===== src/hw/rtl/sorted_timer_queue_assert.svh =====
`ifndef SORTED_TIMER_QUEUE_ASSERT_SVH
`define SORTED_TIMER_QUEUE_ASSERT_SVH

// same-cycle implication, sampled on clk, off while rst_n is low
`define STQ_ASSERT_NOW(label, ante, cons, msg) \
  label: assert property (@(posedge clk) disable iff (!rst_n) (ante) |-> (cons)) \
    else $error(msg);

// next-cycle implication, sampled on clk, off while rst_n is low
`define STQ_ASSERT_NEXT(label, ante, cons, msg) \
  label: assert property (@(posedge clk) disable iff (!rst_n) (ante) |=> (cons)) \
    else $error(msg);

`endif


===== src/hw/rtl/stq_pkg.sv =====
package stq_pkg;

  localparam int STQ_DEPTH = 32;

  localparam logic [19:0] USEC_PER_SEC = 20'd1000000;
  localparam logic [39:0] WAKE_MAX     = 40'hFF_FFFF_FFFF;

  typedef enum logic [1:0] {
    ACT_SCHEDULE = 2'd0,
    ACT_CANCEL   = 2'd1,
    ACT_TICK     = 2'd2,
    ACT_SHIFT    = 2'd3
  } action_t;

  typedef enum logic [2:0] {
    CMD_HOLD   = 3'd0,
    CMD_REMOVE = 3'd1,
    CMD_INSERT = 3'd2,
    CMD_SHIFT  = 3'd3,
    CMD_POP    = 3'd4
  } cell_cmd_t;

  typedef struct packed {
    logic        vld;
    logic [4:0]  tid;
    logic [31:0] sec;
    logic [19:0] usec;
  } entry_t;

  localparam entry_t ENTRY_EMPTY = '{vld: 1'b0, tid: 5'd0, sec: 32'd0, usec: 20'd0};

  // broadcast to every slot of the chain
  typedef struct packed {
    cell_cmd_t   cmd;
    logic [4:0]  tid;
    logic [31:0] key_sec;
    logic [19:0] key_usec;
    logic [31:0] add_sec;
  } cell_ctl_t;

  typedef struct packed {
    logic ld_mul;
    logic ld_sum;
  } wake_ctl_t;

endpackage


===== src/hw/rtl/stq_wake.sv =====
module stq_wake
  import stq_pkg::*;
(
  input  logic        clk,
  input  wake_ctl_t   ctl_i,
  input  logic        src_vld_i,
  input  logic [31:0] src_sec_i,
  input  logic [19:0] src_usec_i,
  input  logic [31:0] now_sec_i,
  input  logic [19:0] now_usec_i,
  output logic [39:0] wake_o
);

  localparam logic signed [20:0] USEC_S     = 21'sd1000000;
  localparam logic signed [53:0] WAKE_MAX_S = 54'(WAKE_MAX);

  logic               empty_r, empty_nxt;
  logic signed [53:0] prod_r, prod_nxt;
  logic signed [20:0] dm_r, dm_nxt;
  logic [39:0]        wake_r, wake_nxt;
  logic signed [32:0] ds;
  logic signed [53:0] tot;

  // stage one: seconds difference scaled to microseconds, and the microseconds difference
  always_comb begin
    ds        = $signed({1'b0, src_sec_i}) - $signed({1'b0, now_sec_i});
    prod_nxt  = ds * USEC_S;
    dm_nxt    = $signed({1'b0, src_usec_i}) - $signed({1'b0, now_usec_i});
    empty_nxt = !src_vld_i;
  end

  // stage two: sum, clamp at zero and at the top; an empty queue gives zero
  always_comb begin
    tot = prod_r + 54'(dm_r);
    if (empty_r || (tot <= 54'sd0)) begin
      wake_nxt = '0;
    end else if (tot > WAKE_MAX_S) begin
      wake_nxt = WAKE_MAX;
    end else begin
      wake_nxt = tot[39:0];
    end
  end

  always_ff @(posedge clk) begin
    if (ctl_i.ld_mul) begin
      empty_r <= empty_nxt;
      prod_r  <= prod_nxt;
      dm_r    <= dm_nxt;
    end
    if (ctl_i.ld_sum) begin
      wake_r <= wake_nxt;
    end
  end

  assign wake_o = wake_r;

endmodule

===== config.mk =====
export PLATFORM = sky130hd
export DESIGN_NAME = stq_wake
export DESIGN_NICKNAME = d
export VERILOG_FILES = /design/src/hw/rtl/sorted_timer_queue_assert.svh /design/src/hw/rtl/stq_pkg.sv /design/src/hw/rtl/stq_wake.sv
export SDC_FILE = /design/constraint.sdc
export NUM_CORES = 1
export LEC_CHECK = 0
export BUFFER_PORTS_ARGS = -buffer_cell sky130_fd_sc_hd__buf_2
export CORE_MARGIN = 5
export CORE_UTILIZATION = 39
export CTS_CLUSTER_DIAMETER = 120
export DETAILED_ROUTE_END_ITERATION = 8
export PLACE_DENSITY = 0.52
export SYNTH_ARGS = -nofsm -noshare
export SYNTH_HDL_FRONTEND = slang
export SYNTH_SLANG_ARGS = --single-unit

===== constraint.sdc =====
create_clock -name clk -period 11.75 [get_ports clk]
set_input_delay 0.5875 -clock clk [delete_from_list [all_inputs] [get_ports clk]]
set_output_delay 0.5875 -clock clk [all_outputs]
set_load 0.02 [all_outputs]

Word-level counts from Yosys, hierarchy flattened
Index checks and enable logic that the tools add are counted. Widths: inputs -> output; s select.

Register bits: 110. Output and inout port bits: 40. Word-level logic and storage cells: 13.

$add $sub $neg: 3. Multiply operators: 1. $lt $le $gt $ge: 2. Multiplexer cells: 1. Reductions and logical operators: 2.

Operators with widths (count): $add 54x21->54 (1); $gt 54x41->1 const B (1); $le 54x1->1 const B (1); $mul 33x15->48 const B (1); $mux 40 (1); $sub 32x32->33 (1); $sub 20x20->21 (1); $logic_not 1->1 (1); $logic_or 1x1->1 (1).

Logic depth before layout (Yosys ltp)
Depth after elaboration: 3. Mapped depth: 33.

Worst setup path after synthesis
Ideal clock, no wire load.

Path type: input-to-reg. Start: input port now_sec_i[2]. End: register prod_r[48], data pin. Library setup time: 0.260 ns. Data arrival time: 8.133 ns. Data required time: 11.490 ns. Setup slack: 3.356 ns. Cell stages on the path: 28. Buffers on the path: 0. Cells stage by stage: inv_1 -> ha_1 -> nor2b_1 -> o31a_1 -> o31ai_1 -> nand3_1 -> a41o_1 -> a311o_1 -> a21oi_2 -> a21oi_1 -> a221o_1 -> a21oi_1 -> ha_1 -> fa_1 -> fa_1 -> fa_1 -> ha_1 -> ha_1 -> nand3_1 -> nor2_1 -> a221o_1 -> a31o_2 -> a31oi_1 -> o221ai_1 -> o31ai_1 -> nand2b_1 -> a211oi_1 -> nor2_1.

Longest elaborated chain between the ends: 2.

RTL lines: start: declaration (RTL line stq_wake.sv:9) `input logic [31:0] now_sec_i,`; $sub 32x32->33 (RTL line stq_wake.sv:26) `ds = $signed({1'b0, src_sec_i}) - $signed({1'b0, now_sec_i});`; $mul 33x15->48 (RTL line stq_wake.sv:27) `prod_nxt = ds * USEC_S;`; net prod_nxt[48] (RTL line stq_wake.sv:18) `logic signed [53:0] prod_r, prod_nxt;`; end signal: assignment (RTL line stq_wake.sv:47) `prod_r <= prod_nxt;`; end: declaration (RTL line stq_wake.sv:18).

The timed path passes the listed nets, and every way through them passes these cells. A chain may end at the register's enable or synchronous reset.

Final worst setup path
Start: input port now_sec_i[1]. End: register prod_r[48], data pin.

Same word-level chain as after synthesis.

==> summary.md <==
| Metric | Value |
|---|---|
| Largest family of logic cells by synthesized area | adder cells |
| Hold-fix buffers, CTS | 0 |
| Syn Inst Count | 1819 |
| Post_cts resized | 0 |
| Root buf cell | clkbuf_16 |
| Area leader, netlist | ha_1 |
| Total track usage | 15.9% |
| Crit path capture type | register |
| Post-CTS setup buffers | 0 |
| DIE AREA | 48500 µm² |
| Vias in the first global route | 13200 |
| Synthesized area | ~17000 µm² |
| First-pass iteration count of the detailed router | 5 |
| Diode count | 0 |
| Worst Path Class, Setup | in -> reg |
| Worst Path Arrival | 8.76 ns |
| Syn Area/Cell | 9.48 µm² |
| DRC | 0 |
| Count of pins over their slew limit | 0 |
| Clk_skew | a little over 0.005 ns |
| Routed WL | 38200 µm |
| Synth Area in XOR/XNOR | 7.01% |
| DP HPWL | about 33000 µm |
| Top cells by area, synth | ha_1 22%, edfxtp_1 19%, fa_1 18% |
| Share of the synthesized area in the top cell type | 22.3% |
| Gr ovfl total | 0 |
| Net Count, Synth | 2387 |
| Register Area | 3300 µm² |
| Ys async rst share | 0% |
| Synth Area in Compound Gates | 16.4% |
| Final #Nets | 2528 |
| FF-to-FF path depth | 13 |
| Top_reg_cell synth | edfxtp_1 |
| CP max FO | 7 |
| Number of I/O port buffers | between 100 and 150 |
| Detailed Route Iter0 Violations | 723 |
| P&R area growth vs syn | 9.90% |
| FMAX | 116 MHz |
| Remaining antenna violation count | 0 |
| Io pins | 148 |
| Synth Area in Adders | 40.0% |
| Fin crit share | ~74% |
| Startpoint types | primary input |
| Status | finished, final reports clean |
| Largest stage delay, worst path | 0.68 ns |
| Post-synth EDFFs | 110 |
| Syn. warnings | 0 |
| Routability cong. | 0.850 |
| Max cap viols | 0 |
| Clock-pin slew on the worst setup and hold paths | around 0.07 ns |
| Wire length per cell | ~15 µm |
| H-tree levels | 3 |
| Critical-path top delay cell | o31ai_1 |
| Clock sinks | 110 |
| Clock latency at the later pin of the worst-skew pair | 0.36 ns |
| Largest net degree at the start of global routing | 71 |
| Via-per-instance ratio | around 5.0 |
| Initial Utilization | 39.3% |
| Register area share after synthesis | a little under a fifth |
| Critical path's most frequent cell | ha_1 |
| Setup TNS | 0 ns |
| Row count | 77 |
| Hold Crit Class | in -> reg |
| Post-Synth Simple-Gate Area | a little under a tenth |
| Final hold violation count | 0 |
| First-pass GRT wire length | 64500 µm |
| Via count | about 13000 |
| Core Footprint | 43900 µm² |
| Die H | approximately 220 µm |
| TritonCTS buffer count | 9 |
| Portion of netlist area occupied by mux cells | 0.290% |
| Setup repair after global routing missed its margin | false |
| Relative slew margins | 29.1% |
| Hold depth | 2 |
| Fillers | 4452 |
| Die Width | 220 µm |
| Share of cells above drive strength 1 | 10.1% |
| CP Data Required Time | 11.86 ns |
| Worst-Margin Slew | 1.06 ns |
| Initial antenna violation count | 0 |
| Final min period | around 8.6 ns |
| Flops & latches, synth | 110 |
| Multi-input logic area | 12600 µm² |
| Distinct cell type count after synthesis | 73 |
| Final count of negative-setup-slack endpoints | 0 |
| CTS tree | done |
| Clock Path Buffers | 2 |
==> logic make-up after synthesis <==
family,count (synthesis)
AOI/OAI and AO/OA,434
xor gates and xnor gates,138
adders and majority gates,460
buffers and inverters,350
DFF,110
muxes,5
other,1
and+or+nand+nor,321
==> Yosys cell counts, types with 6 or more instances <==
cell and n:
nor2b_1 16, a211oi_1 18, clkbuf_1 17, xor2_1 50, or3_1 9, and3_1 13
a21oi_1 122, o21a_1 25, inv_1 324, o21ai_1 11, a31oi_1 12, o211ai_1 9
and2_1 15, o31ai_1 8, nor3_1 35, a21o_1 63, nand2_1 67, nand4_1 14
o221ai_1 8, or2_2 11, fa_1 152, nor4_1 6, nor2_1 75, edfxtp_1 110
o21ai_0 83, o21bai_1 16, nand3_1 28, xnor2_1 88, nand2b_1 15, ha_1 308
==> metrics by stage <==
stage          instance area, µm²  setup WS, ns  hold WS [ns]  std cells  util (%)
2_1_floorplan               17200          3.36         0.587       1819         -
3_3_place_gp                18700          2.84         0.609       2541      42.5
3_5_place_dp                18700          2.72         0.625       2541      42.5
4_1_cts                     19000          3.06         0.465       2556      43.1
5_1_grt                     19000          2.47         0.467       2556      43.1
6_report                    19000          3.11         0.473       2556      43.1
==> routing by layer <==
layer | wire (µm) | track usage, % | part of all wire, %
met1 | 19500 | 23.3 | 51
met5 | 0 | 0 | 0
met3 | 982 | 1.34 | 2.6
met4 | 366 | 2.77 | 0.96
met2 | 17300 | 26.2 | 45
==> critical path: cells and delay by family <==
family          cells  cell delay, ns
buf+inv             3            0.36
xor+xnor            1            0.34
compound gates     13            3.71
simple gates        5            0.61
fa+ha+maj           8            3.14
==> path summary, 6_finish.rpt <==
| kind | endpoint | from | slack, ns |
|---|---|---|---|
| max | prod_r[48]$_DFFE_PP_ | now_sec_i[1] | 3.11 |
| min | empty_r$_DFFE_PP_ | src_vld_i | 0.47 |
| max reg2reg | wake_o[7]$_SDFFCE_PP0P_ | dm_r[20]$_DFFE_PP_ | 6.57 |
| min reg2reg | wake_o[3]$_SDFFCE_PP0P_ | dm_r[3]$_DFFE_PP_ | 0.65 |
==> placed cells by master, fill, tap and decap left out, types with 5 or more instances in the layout <==
cell / Yosys / final
buf_2: 5 / 147
inv_1: 324 / 324
o221ai_1: 8 / 8
xnor2_1: 88 / 88
edfxtp_1: 110 / 110
a211oi_1: 18 / 18
o21ai_1: 11 / 11
a221oi_1: 5 / 5
mux2i_1: 5 / 5
clkbuf_16: 0 / 9
nand2b_1: 15 / 15
nor2_1: 75 / 75
nand4_1: 14 / 14
o211ai_1: 9 / 9
fa_1: 152 / 152
o21a_1: 25 / 25
nor3_1: 35 / 35
and2_1: 15 / 15
nand3_1: 28 / 28
xor2_1: 50 / 50
a21boi_0: 5 / 5
o2111ai_1: 5 / 5
or3_1: 9 / 9
a21o_1: 63 / 63
o21bai_1: 16 / 16
a21oi_1: 122 / 122
buf_4: 2 / 9
o21ai_0: 83 / 83
nand2_1: 67 / 67
or2_2: 11 / 11
nor4_1: 6 / 6
and3_1: 13 / 13
o31ai_1: 8 / 8
nor2b_1: 16 / 16
a31oi_1: 12 / 12
ha_1: 308 / 308
==> sequential cells by signal (all words and copies together) (netlist names) <==
name,flops
empty_r,1
prod_r,48
wake_o,40
dm_r,21
==> area by class of cell <==
type                            instances  share of cell area, %
Tap cell                              592                   3.91
Sequential cell                       110                   17.4
Clock inverter                          6                  0.277
Clock buffer                            9                   1.19
Timing Repair Buffer                  156                   4.24
Inverter                              324                   6.42
Multi-Input combinational cell       1359                   66.5
Power is left out: the tool's default activity adds up to more than one toggle a clock period on the data nets, which glitch-free logic cannot reach.
