## src/hw/rtl/sorted_timer_queue_assert.svh

```systemverilog
`ifndef SORTED_TIMER_QUEUE_ASSERT_SVH
`define SORTED_TIMER_QUEUE_ASSERT_SVH

// same-cycle implication, sampled on clk, off while rst_n is low
`define STQ_ASSERT_NOW(label, ante, cons, msg) \
  label: assert property (@(posedge clk) disable iff (!rst_n) (ante) |-> (cons)) \
    else $error(msg);

// next-cycle implication, sampled on clk, off while rst_n is low
`define STQ_ASSERT_NEXT(label, ante, cons, msg) \
  label: assert property (@(posedge clk) disable iff (!rst_n) (ante) |=> (cons)) \
    else $error(msg);

`endif

```

## src/hw/rtl/stq_pkg.sv

```systemverilog
package stq_pkg;

  localparam int STQ_DEPTH = 32;

  localparam logic [19:0] USEC_PER_SEC = 20'd1000000;
  localparam logic [39:0] WAKE_MAX     = 40'hFF_FFFF_FFFF;

  typedef enum logic [1:0] {
    ACT_SCHEDULE = 2'd0,
    ACT_CANCEL   = 2'd1,
    ACT_TICK     = 2'd2,
    ACT_SHIFT    = 2'd3
  } action_t;

  typedef enum logic [2:0] {
    CMD_HOLD   = 3'd0,
    CMD_REMOVE = 3'd1,
    CMD_INSERT = 3'd2,
    CMD_SHIFT  = 3'd3,
    CMD_POP    = 3'd4
  } cell_cmd_t;

  typedef struct packed {
    logic        vld;
    logic [4:0]  tid;
    logic [31:0] sec;
    logic [19:0] usec;
  } entry_t;

  localparam entry_t ENTRY_EMPTY = '{vld: 1'b0, tid: 5'd0, sec: 32'd0, usec: 20'd0};

  // broadcast to every slot of the chain
  typedef struct packed {
    cell_cmd_t   cmd;
    logic [4:0]  tid;
    logic [31:0] key_sec;
    logic [19:0] key_usec;
    logic [31:0] add_sec;
  } cell_ctl_t;

  typedef struct packed {
    logic ld_mul;
    logic ld_sum;
  } wake_ctl_t;

endpackage

```

## src/hw/rtl/stq_cell.sv

```systemverilog
module stq_cell
  import stq_pkg::*;
(
  input  logic      clk,
  input  logic      rst_n,
  input  cell_ctl_t ctl_i,
  input  entry_t    left_ent_i,
  input  logic      left_nl_i,
  input  logic      left_rm_i,
  input  entry_t    right_ent_i,
  output entry_t    ent_o,
  output logic      nl_o,
  output logic      rm_o,
  output logic      first_nd_o
);

  entry_t ent_r, ent_nxt;
  entry_t new_ent;
  logic   match;

  // entry due no later than the key
  function automatic logic not_later(input logic [31:0] es, input logic [19:0] em,
                                     input logic [31:0] ks, input logic [19:0] km);
    return (es < ks) || ((es == ks) && (em <= km));
  endfunction

  assign ent_o      = ent_r;
  // due no later, and so is every slot to the left
  assign nl_o       = left_nl_i && ent_r.vld &&
                      not_later(ent_r.sec, ent_r.usec, ctl_i.key_sec, ctl_i.key_usec);
  assign match      = ent_r.vld && (ent_r.tid == ctl_i.tid);
  assign rm_o       = left_rm_i || match;
  assign first_nd_o = ent_r.vld && !nl_o && left_nl_i;

  always_comb begin
    new_ent      = ENTRY_EMPTY;
    new_ent.vld  = 1'b1;
    new_ent.tid  = ctl_i.tid;
    new_ent.sec  = ctl_i.key_sec;
    new_ent.usec = ctl_i.key_usec;
    ent_nxt      = ent_r;
    unique case (ctl_i.cmd)
      CMD_HOLD:   ent_nxt = ent_r;
      CMD_REMOVE: if (rm_o) begin
        ent_nxt = right_ent_i;
      end
      CMD_INSERT: begin
        if (nl_o) begin
          ent_nxt = ent_r;
        end else if (left_nl_i) begin
          ent_nxt = new_ent;
        end else begin
          ent_nxt = left_ent_i;
        end
      end
      CMD_SHIFT:  ent_nxt.sec = ent_r.sec + ctl_i.add_sec;
      CMD_POP:    ent_nxt = right_ent_i;
      default:    ent_nxt = ent_r;
    endcase
  end

  always_ff @(posedge clk) begin
    if (!rst_n) begin
      ent_r.vld <= 1'b0;
    end else begin
      ent_r <= ent_nxt;
    end
  end

endmodule

```

## config.mk

```make
export PLATFORM = sky130hd
export DESIGN_NAME = stq_cell
export DESIGN_NICKNAME = d
export VERILOG_FILES = /design/src/hw/rtl/sorted_timer_queue_assert.svh /design/src/hw/rtl/stq_pkg.sv /design/src/hw/rtl/stq_cell.sv
export SDC_FILE = /design/constraint.sdc
export NUM_CORES = 1
export LEC_CHECK = 0
export BUFFER_PORTS_ARGS = -buffer_cell sky130_fd_sc_hd__buf_2
export CORE_MARGIN = 8
export CORE_UTILIZATION = 44
export DETAILED_ROUTE_END_ITERATION = 6
export PLACE_DENSITY = 0.74
export RECOVER_POWER = 25
export SYNTH_ARGS = -nofsm -noshare
export SYNTH_HDL_FRONTEND = slang
export SYNTH_SLANG_ARGS = --single-unit
```

## constraint.sdc

```tcl
create_clock -name clk -period 2.8 [get_ports clk]
set_input_delay 0.56 -clock clk [delete_from_list [all_inputs] [get_ports clk]]
set_output_delay 0.56 -clock clk [all_outputs]
set_load 0.01 [all_outputs]
```

-- Yosys cells after proc, flatten, opt, wreduce, memory -nomap -nowiden
Cells that the tools add are included.
W data, S select, Z words.
- register bits: 58
- bits in latches: 0
- bits in writable memories: 0
- ROM bits: 0
- input bits: 212
- output and inout bits: 61
- word-level logic and storage cells: 35
- memories kept: 0
- add/subtract/negate cells: 1
- $mul: 0
- div/mod/pow operators: 0
- order comparisons: 2
- eq/ne operators: 8
- shift-type cells: 0
- mux-type cells: 6
- bitwise gates (word level): 0
- reductions and logical operators: 14
- operators with widths (operator ; number):
    $mux W58 ; 3
    $pmux W32 S4 ; 1
    $pmux W20 S3 ; 1
    $add A32 B32 Y32 ; 1
    $eq A32 B32 Y1 ; 1
    $lt A32 B32 Y1 ; 1
    $le A20 B20 Y1 ; 1
    $pmux W6 S3 ; 1
    $reduce_and A4 Y1 ; 2
    $eq A3 B2 Y1 const B ; 2
    $logic_and A1 B1 Y1 ; 6
    $eq A5 B5 Y1 ; 1
    $ne A2 B2 Y1 const B ; 2
    $reduce_bool A4 Y1 ; 1
    $eq A3 B1 Y1 const B ; 1
    $eq A3 B3 Y1 const B ; 1
    $reduce_and A3 Y1 ; 1
    $reduce_bool A3 Y1 ; 1
    $logic_or A1 B1 Y1 ; 2
    $logic_not A1 Y1 ; 1

-- Logic depth before layout (Yosys ltp)
Gate-level depths: netlist (run 1).
- depth in word-level cells: 7
- depth in mapped cells: 11
- mapped depth without buffers: 11

-- Worst setup path before layout (run 1)
OpenSTA, ideal clock, no wires.
- path kind: in2reg
- from: in ctl_i[33] (netlist name)
- to: reg ent_r (netlist bit ent_o[20]) (enable)
- setup time: 394 ps
- arrival time: 2645 ps
- required time: 2406 ps
- slack: -240 ps
- stages: 11
- path buffers: 0
- path through: inv_1 ha_1 nor2b_1 o21ai_0 nand2b_1 a21oi_1 nor4b_1 a2111oi_0 a21oi_1 o21a_1 o31a_1
- longest elaborated chain between the ends: 6
- ends and longest elaborated chain (what ; RTL line ; RTL):
    from (decl) ; stq_cell.sv:6 ; input cell_ctl_t ctl_i,
    $le A20 B20 Y1 ; stq_cell.sv:24 ; return (es < ks) || ((es == ks) && (em <= km));
    $logic_and A1 B1 Y1 ; stq_cell.sv:24 ;
    $logic_or A1 B1 Y1 ; stq_cell.sv:24 ;
    $logic_and A1 B1 Y1 ; stq_cell.sv:29 ; assign nl_o = left_nl_i && ent_r.vld &&
    $ne A2 B2 Y1 (no line) ; - ;
    $reduce_and A4 Y1 (no line) ; - ;
    to (signal assigned) ; stq_cell.sv:66 ; ent_r <= ent_nxt;
    to (decl) ; stq_cell.sv:17 ; entry_t ent_r, ent_nxt;
Every way passes these cells.
A chain may end at the register's enable or synchronous reset.

-- Worst setup path in the final report (run 1)
- from: reg ent_r (netlist bit ent_o[13])
- to: out first_nd_o
- longest elaborated chain between the ends: 7
- ends and longest elaborated chain (what ; RTL line ; RTL):
    $le A20 B20 Y1 ; stq_cell.sv:24 ;
    $logic_and A1 B1 Y1 ; stq_cell.sv:24 ;
    $logic_or A1 B1 Y1 ; stq_cell.sv:24 ;
    $logic_and A1 B1 Y1 ; stq_cell.sv:29 ;
    $logic_not A1 Y1 ; stq_cell.sv:33 ; assign first_nd_o = ent_r.vld && !nl_o && left_nl_i;
    $logic_and A1 B1 Y1 (2 in series) ; stq_cell.sv:33 ;
    to (decl) ; stq_cell.sv:14 ; output logic first_nd_o
Every way passes these cells.

==> flow_metrics.env, run 1 <==
export IMPL_gr_usage_all_layers_pct=24.1
export IMPL_die_h_um=134
export IMPL_design_area_sq_mm=0.00882
export IMPL_crit_path_end_kind="primary output"
export IMPL_fin_ws_ps=-307
export IMPL_maxSlewViolCount=0
export IMPL_gp_congestion=0.861
export IMPL_min_from="right_ent_i[9]"
export IMPL_switching_share_pct=32.7
export IMPL_grt_pass1_wl_um=34700
export IMPL_crit_type="flip-flop to primary output"
export IMPL_place_detailed_hpwl_um=18200
export IMPL_holdBufCountCts=0
export IMPL_period_minus_slack_ps=3110
export IMPL_irDropWorstVdd_uv=312
export IMPL_slowest_delay_ps=430
export IMPL_seq_area_frac_synth_pct=28.1
export IMPL_rows=43
export IMPL_finalHoldViolations=0
export IMPL_synth_distinct_cells=54
export IMPL_p_sw_mw=1.14
export IMPL_grt_overflow=0
export IMPL_grt_max_degree=49
export IMPL_avgSynthCellArea_sq_um=8.59
export IMPL_cts_sinks=58
export IMPL_pre_cts_ws_ps=-520
export IMPL_finalPower_mw=3.47
export IMPL_antenna_found_initial=2
export IMPL_drive_above_1_share_pct=35.9
export IMPL_crit_arrival_ps=2550
export IMPL_netlist_instances=718
export IMPL_powerDensity_mw_per_mm2=393
export IMPL_fmaxAchievable_mhz=322
export IMPL_synthesis_area_sq_mm=0.00617
export IMPL_clk_latency_ps=340
export IMPL_numCtsBuffers=9
export IMPL_largest_reg_flops=58
export IMPL_cts_tree="done"
export IMPL_clk_path_buf_depth=2
export IMPL_startpoint="ent_o[13]$_DFFE_PP_"
export IMPL_setup_viol=2
export IMPL_async_flop_share_pct=0
export IMPL_n_fill_cell=1207
export IMPL_synth_edf_count=57
export IMPL_yosys_register_bits=58
export IMPL_layout_cells_non_filler=1248
export IMPL_crit_chain="ha_4 -> a21o_1 -> a21o_1 -> a21oi_2 -> nor2_2 -> a2111oi_2 -> a21oi_1 -> o21a_2 -> and3_4 -> buf_6"
export IMPL_crit_path_frequent_cell="a21o_1"
export IMPL_portBuffers=272
export IMPL_first_global_vias=6990
export IMPL_die_x_um=134
export IMPL_viasPerCell=5.29
export IMPL_dp_cells=1222
export IMPL_p_clk_share_pct=30.5
export IMPL_critPathRequiredTime_ps=2240
export IMPL_synthTopCellsByArea="edfxtp_1, ha_1, mux2i_1"
export IMPL_clock_skew_final_ps=8.65
export IMPL_syn_num_nets=1014
export IMPL_wl_per_cell_um=18.0
export IMPL_layout_common_cells="buf_2, buf_4, ha_1, nand2_1, o21ai_0"
export IMPL_totalWireLength_um=22500
export IMPL_drc=0
export IMPL_mostFrequentLayoutCell="buf_2"
export IMPL_max_slew_margin_pct=13.2
export IMPL_initial_core_util_pct=44.8
export IMPL_start_kind="flip-flop"
export IMPL_dpl_cell_area_sq_mm=0.00835
export IMPL_p_int_mw=2.33
export IMPL_nNetsFinal=1358
export IMPL_min_period_over_period_pct=111
export IMPL_reg2reg_from="ent_o[13]$_DFFE_PP_"
export IMPL_violations="negative setup slack"
export IMPL_p_comb_share_pct=38.6
export IMPL_final_core_util_pct=64.1
export IMPL_path_clk_slew_ps=50
export IMPL_ant_nets=0
export IMPL_dieArea_sq_mm=0.0181
export IMPL_tightest_slew_ps=1300
export IMPL_dr_pass1_iters=4
export IMPL_area_growth_syn_to_layout_pct=43.1
export IMPL_crit_fanout=4
export IMPL_cts_max_level=3
export IMPL_rsz0062_at_grt="true"
export IMPL_yosysTopAreaCellShare_pct=27.8
export IMPL_cts_root_buf="clkbuf_16"
export IMPL_cpMaxStageDelayCell="edfxtp_1"
export IMPL_synth_area_leader_cell="edfxtp_1"
export IMPL_status="finished with violations"
export IMPL_coreArea_sq_mm=0.0138
export IMPL_ys_warnings_count=0
export IMPL_p_leak_nw=4.52
export IMPL_hold_class="primary input to flip-flop"
export IMPL_synth_flop_cell="edfxtp_1"
export IMPL_io_pins=273
export IMPL_drt_initial_drc_count=359
export IMPL_seq_power_share_pct=30.9
export IMPL_max_cap_viol_count=0
export IMPL_dr_total_vias=6607
[final cells by class]
| cell class | count | area (sq um) | share of cell area, % |
|---|---|---|---|
| diodes | 1 | 2.50 | 0.0284 |
| clock buffers | 12 | 256 | 2.91 |
| clock inverters | 4 | 27.5 | 0.312 |
| inverters | 57 | 214 | 2.43 |
| multi-input cells | 570 | 4270 | 48.4 |
| flip-flops and latches | 58 | 1730 | 19.6 |
| well taps | 180 | 225 | 2.55 |
| repair buffers | 366 | 2090 | 23.7 |
[critical path, delay by kind of cell, from the launching register on]
family | cells | cell delay [ps]
AOI/OAI and AO/OA | 6 | 1120
DFF | 1 | 430
and+or+nand+nor | 2 | 270
adders and majority gates | 1 | 270
buffers and inverters | 1 | 110
[repair_timing]
action / 4_1_cts / 5_1_grt
setup buffers: 3 / 6
pin swaps: 8 / 24
endpoints found under the setup margin: 59 / 74
resized for setup: 13 / 22
[synth_stat cells (2+ instances only)]
cell / count
nand2_1: 67
xnor2_1: 17
nor3_1: 3
a31oi_1: 3
nor4_1: 2
nand3_1: 7
nor2_1: 46
a21o_1: 37
o21ai_1: 3
nand4_1: 20
a2111oi_0: 2
buf_1: 4
o21ai_0: 73
o211ai_1: 2
a21boi_0: 2
o21bai_1: 7
xor2_1: 18
edfxtp_1: 57
nor2b_1: 4
mux2i_1: 57
o221ai_1: 3
buf_2: 3
inv_1: 57
o21a_1: 7
a21oi_1: 68
ha_1: 83
clkbuf_1: 26
nand2b_1: 5
and3_1: 2
or3_1: 3
o22ai_1: 4
a211oi_1: 4
[logic make-up after synthesis]
logic type                 Yosys count  share of synthesized area [%]
xor gates and xnor gates            35                           4.97
and+or+nand+nor                    163                           11.9
DFF                                 58                           28.1
AOI/OAI and AO/OA                  230                           23.0
buffers and inverters               90                           5.54
adders and majority gates           84                           17.2
muxes                               58                           9.44
[metrics by stage]
stage	hold slack [ps]	TNS, ps
4_1_cts	491	-589
5_1_grt	501	-1890
6_report	498	-563
2_1_floorplan	529	-3580
3_3_place_gp	560	-21270
3_5_place_dp	569	-27270
[worst paths after layout]
kind                       endpoint  slack [ps]  cells after the start
max                      first_nd_o        -310                     10
min              ent_o[9]$_DFFE_PP_         500                      3
max reg2reg     ent_o[17]$_DFFE_PP_          60                     10
min reg2reg  ent_o[57]$_SDFFE_PN0P_         600                      2
[per-layer routing]
layer	wire length [um]	global-route usage (%)	vias up
met5	8	0	-
met4	563	9.42	2
met3	1670	6.66	38
met2	11300	43.8	251
met1	8960	25.7	3004
li1	-	-	3312
[power by group through the flow]
stage | clock network [mW] | registers (mW) | logic (mW)
floorplan | 0 | 1.11 | 0.692
global placement | 0 | 1.09 | 1.25
detailed placement | 0 | 1.09 | 1.27
CTS | 1.07 | 1.07 | 1.30
global route | 1.10 | 1.08 | 1.48
finish | 1.06 | 1.07 | 1.34
(Power assumes the default switching activity.)
==> run 2: changes to the inputs <==
--- a/config.mk
+++ b/config.mk
@@ -9,7 +9,7 @@
 export CORE_MARGIN = 8
 export CORE_UTILIZATION = 44
 export DETAILED_ROUTE_END_ITERATION = 6
-export PLACE_DENSITY = 0.74
+export PLACE_DENSITY = 0.87
 export RECOVER_POWER = 25
 export SYNTH_ARGS = -nofsm -noshare
 export SYNTH_HDL_FRONTEND = slang
==> flow_metrics.env, run 2 (same netlist as run 1, synthesis figures left out) <==
export IMPL_n_fill_cell=1165
export IMPL_dr_pass1_iters=5
export IMPL_p_leak_nw=4.51
export IMPL_portBuffers=272
export IMPL_cts_max_level=3
export IMPL_finalHoldViolations=0
export IMPL_seq_area_sq_mm=0.00173
export IMPL_min_period_over_period_pct=108
export IMPL_grt_pass1_wl_um=34400
export IMPL_tightest_slew_ps=931
export IMPL_clock_skew_final_ps=7.91
export IMPL_mostFrequentLayoutCell="buf_2"
export IMPL_crit_arrival_ps=2450
export IMPL_drt_initial_drc_count=410
export IMPL_rsz0062_at_grt="true"
export IMPL_coreArea_sq_mm=0.0138
export IMPL_nNetsFinal=1355
export IMPL_period_minus_slack_ps=3010
export IMPL_first_global_vias=7046
export IMPL_critPathRequiredTime_ps=2240
export IMPL_powerDensity_mw_per_mm2=407
export IMPL_ant_nets=0
export IMPL_dr_total_vias=6783
export IMPL_viasPerCell=5.45
export IMPL_crit_fanout=4
export IMPL_violations="negative setup slack"
export IMPL_dieArea_sq_mm=0.0181
export IMPL_tns_ps=-387
export IMPL_crit_path_end_kind="primary output"
export IMPL_cts_sinks=58
export IMPL_maxSlewViolCount=0
export IMPL_cts_tree="done"
export IMPL_die_h_um=134
export IMPL_clk_latency_ps=330
export IMPL_holdBufCountCts=0
export IMPL_area_growth_syn_to_layout_pct=43.5
export IMPL_grt_overflow=0
export IMPL_path_clk_slew_ps=50
export IMPL_fmaxAchievable_mhz=332
export IMPL_setup_viol=2
export IMPL_gr_usage_all_layers_pct=23.9
export IMPL_dr_wl_met3_um=2210
export IMPL_place_detailed_hpwl_um=18400
export IMPL_multiInputGateArea_sq_mm=0.00430
export IMPL_top_layer="met4"
export IMPL_layout_cells_non_filler=1245
export IMPL_status="finished with violations"
export IMPL_hold_class="primary input to flip-flop"
export IMPL_die_x_um=134
export IMPL_largest_reg_flops=58
export IMPL_numCtsBuffers=9
export IMPL_irDropWorstVdd_uv=297
export IMPL_crit_type="flip-flop to primary output"
export IMPL_layout_common_cells="buf_2, buf_4, ha_1, nand2_1, o21ai_0"
export IMPL_fin_ws_ps=-214
export IMPL_max_slew_margin_pct=38.0
export IMPL_wl_per_cell_um=18.5
export IMPL_cts_root_buf="clkbuf_16"
export IMPL_antenna_found_initial=1
export IMPL_io_pins=273
export IMPL_drc=0
export IMPL_wl_met1_um=8430
export IMPL_wl_met2_um=11700
export IMPL_max_cap_viol_count=0
export IMPL_clk_path_buf_depth=2
export IMPL_grt_max_degree=47
export IMPL_drive_above_1_share_pct=35.5
export IMPL_dp_cells=1217
export IMPL_totalWireLength_um=23000
export IMPL_start_kind="flip-flop"
export IMPL_initial_core_util_pct=44.8
export IMPL_gp_congestion=0.918
export IMPL_rows=43
==> run 2: worst paths after layout <==
kind / from / endpoint / slack, ps / cells past startpoint
worst max-delay path: ent_o[13]$_DFFE_PP_ / first_nd_o / -210 / 10
worst max register to register: ent_o[13]$_DFFE_PP_ / ent_o[16]$_DFFE_PP_ / 70 / 11
worst min-delay path: right_ent_i[2] / ent_o[2]$_DFFE_PP_ / 500 / 3
worst min register to register: ent_o[57]$_SDFFE_PN0P_ / ent_o[57]$_SDFFE_PN0P_ / 650 / 3
==> run 2: area by class of cell <==
class / instances / share of cell area [%]
Clock buffer: 10 / 2.59
Timing Repair Buffer: 363 / 23.3
Multi-Input combinational cell: 570 / 48.6
Inverter: 57 / 2.42
Sequential cell: 58 / 19.6
Antenna cell: 1 / 0.0283
Tap cell: 180 / 2.55
Clock inverter: 6 / 0.919
==> run 2: critical path, cell delays in order (launching register included) <==
cell       delay (ps)
edfxtp_1          430
ha_4              240
a21o_1            160
a21o_1            160
a21oi_2           140
nor2_2             60
a2111oi_2         290
a21oi_1            80
o21a_2            270
and3_1            160
buf_2             140
==> run 2: power breakdown <==
part / internal, mW / total (mW) / leakage, nW / switching (mW)
logic: 0.656 / 1.35 / 3.81 / 0.699
clock network: 0.773 / 1.18 / 0.150 / 0.408
registers: 1.03 / 1.07 / 0.544 / 0.0390
total: 2.46 / 3.61 / 4.51 / 1.15
==> run 2: what timing repair did <==
item	CTS	global route
endpoints found under the hold margin	0	0
resized for setup	10	37
setup buffers	0	9
endpoints found under the setup margin	59	68
gates cloned	0	2
pin swaps	8	25
==> run 2: metal layers <==
metal | vias up | track usage [%]
li1 | 3316 | -
met1 | 3089 | 25.3
met2 | 328 | 42.4
met3 | 50 | 8.04
met4 | 0 | 10.0
met5 | - | 0
==> run 2: stage by stage <==
| step | util, % | hold slack, ps | worst slack, ps | power [mW] | instance area, sq um |
|---|---|---|---|---|---|
| 2_1_floorplan | - | 529 | -64.5 | 1.80 | 6170 |
| 3_3_place_gp | 60.1 | 609 | -379 | 2.31 | 8270 |
| 3_5_place_dp | 60.1 | 638 | -486 | 2.35 | 8270 |
| 4_1_cts | 62.5 | 487 | -314 | 3.55 | 8610 |
| 5_1_grt | 64.2 | 494 | -278 | 3.79 | 8850 |
| 6_report | 64.2 | 503 | -214 | 3.61 | 8850 |
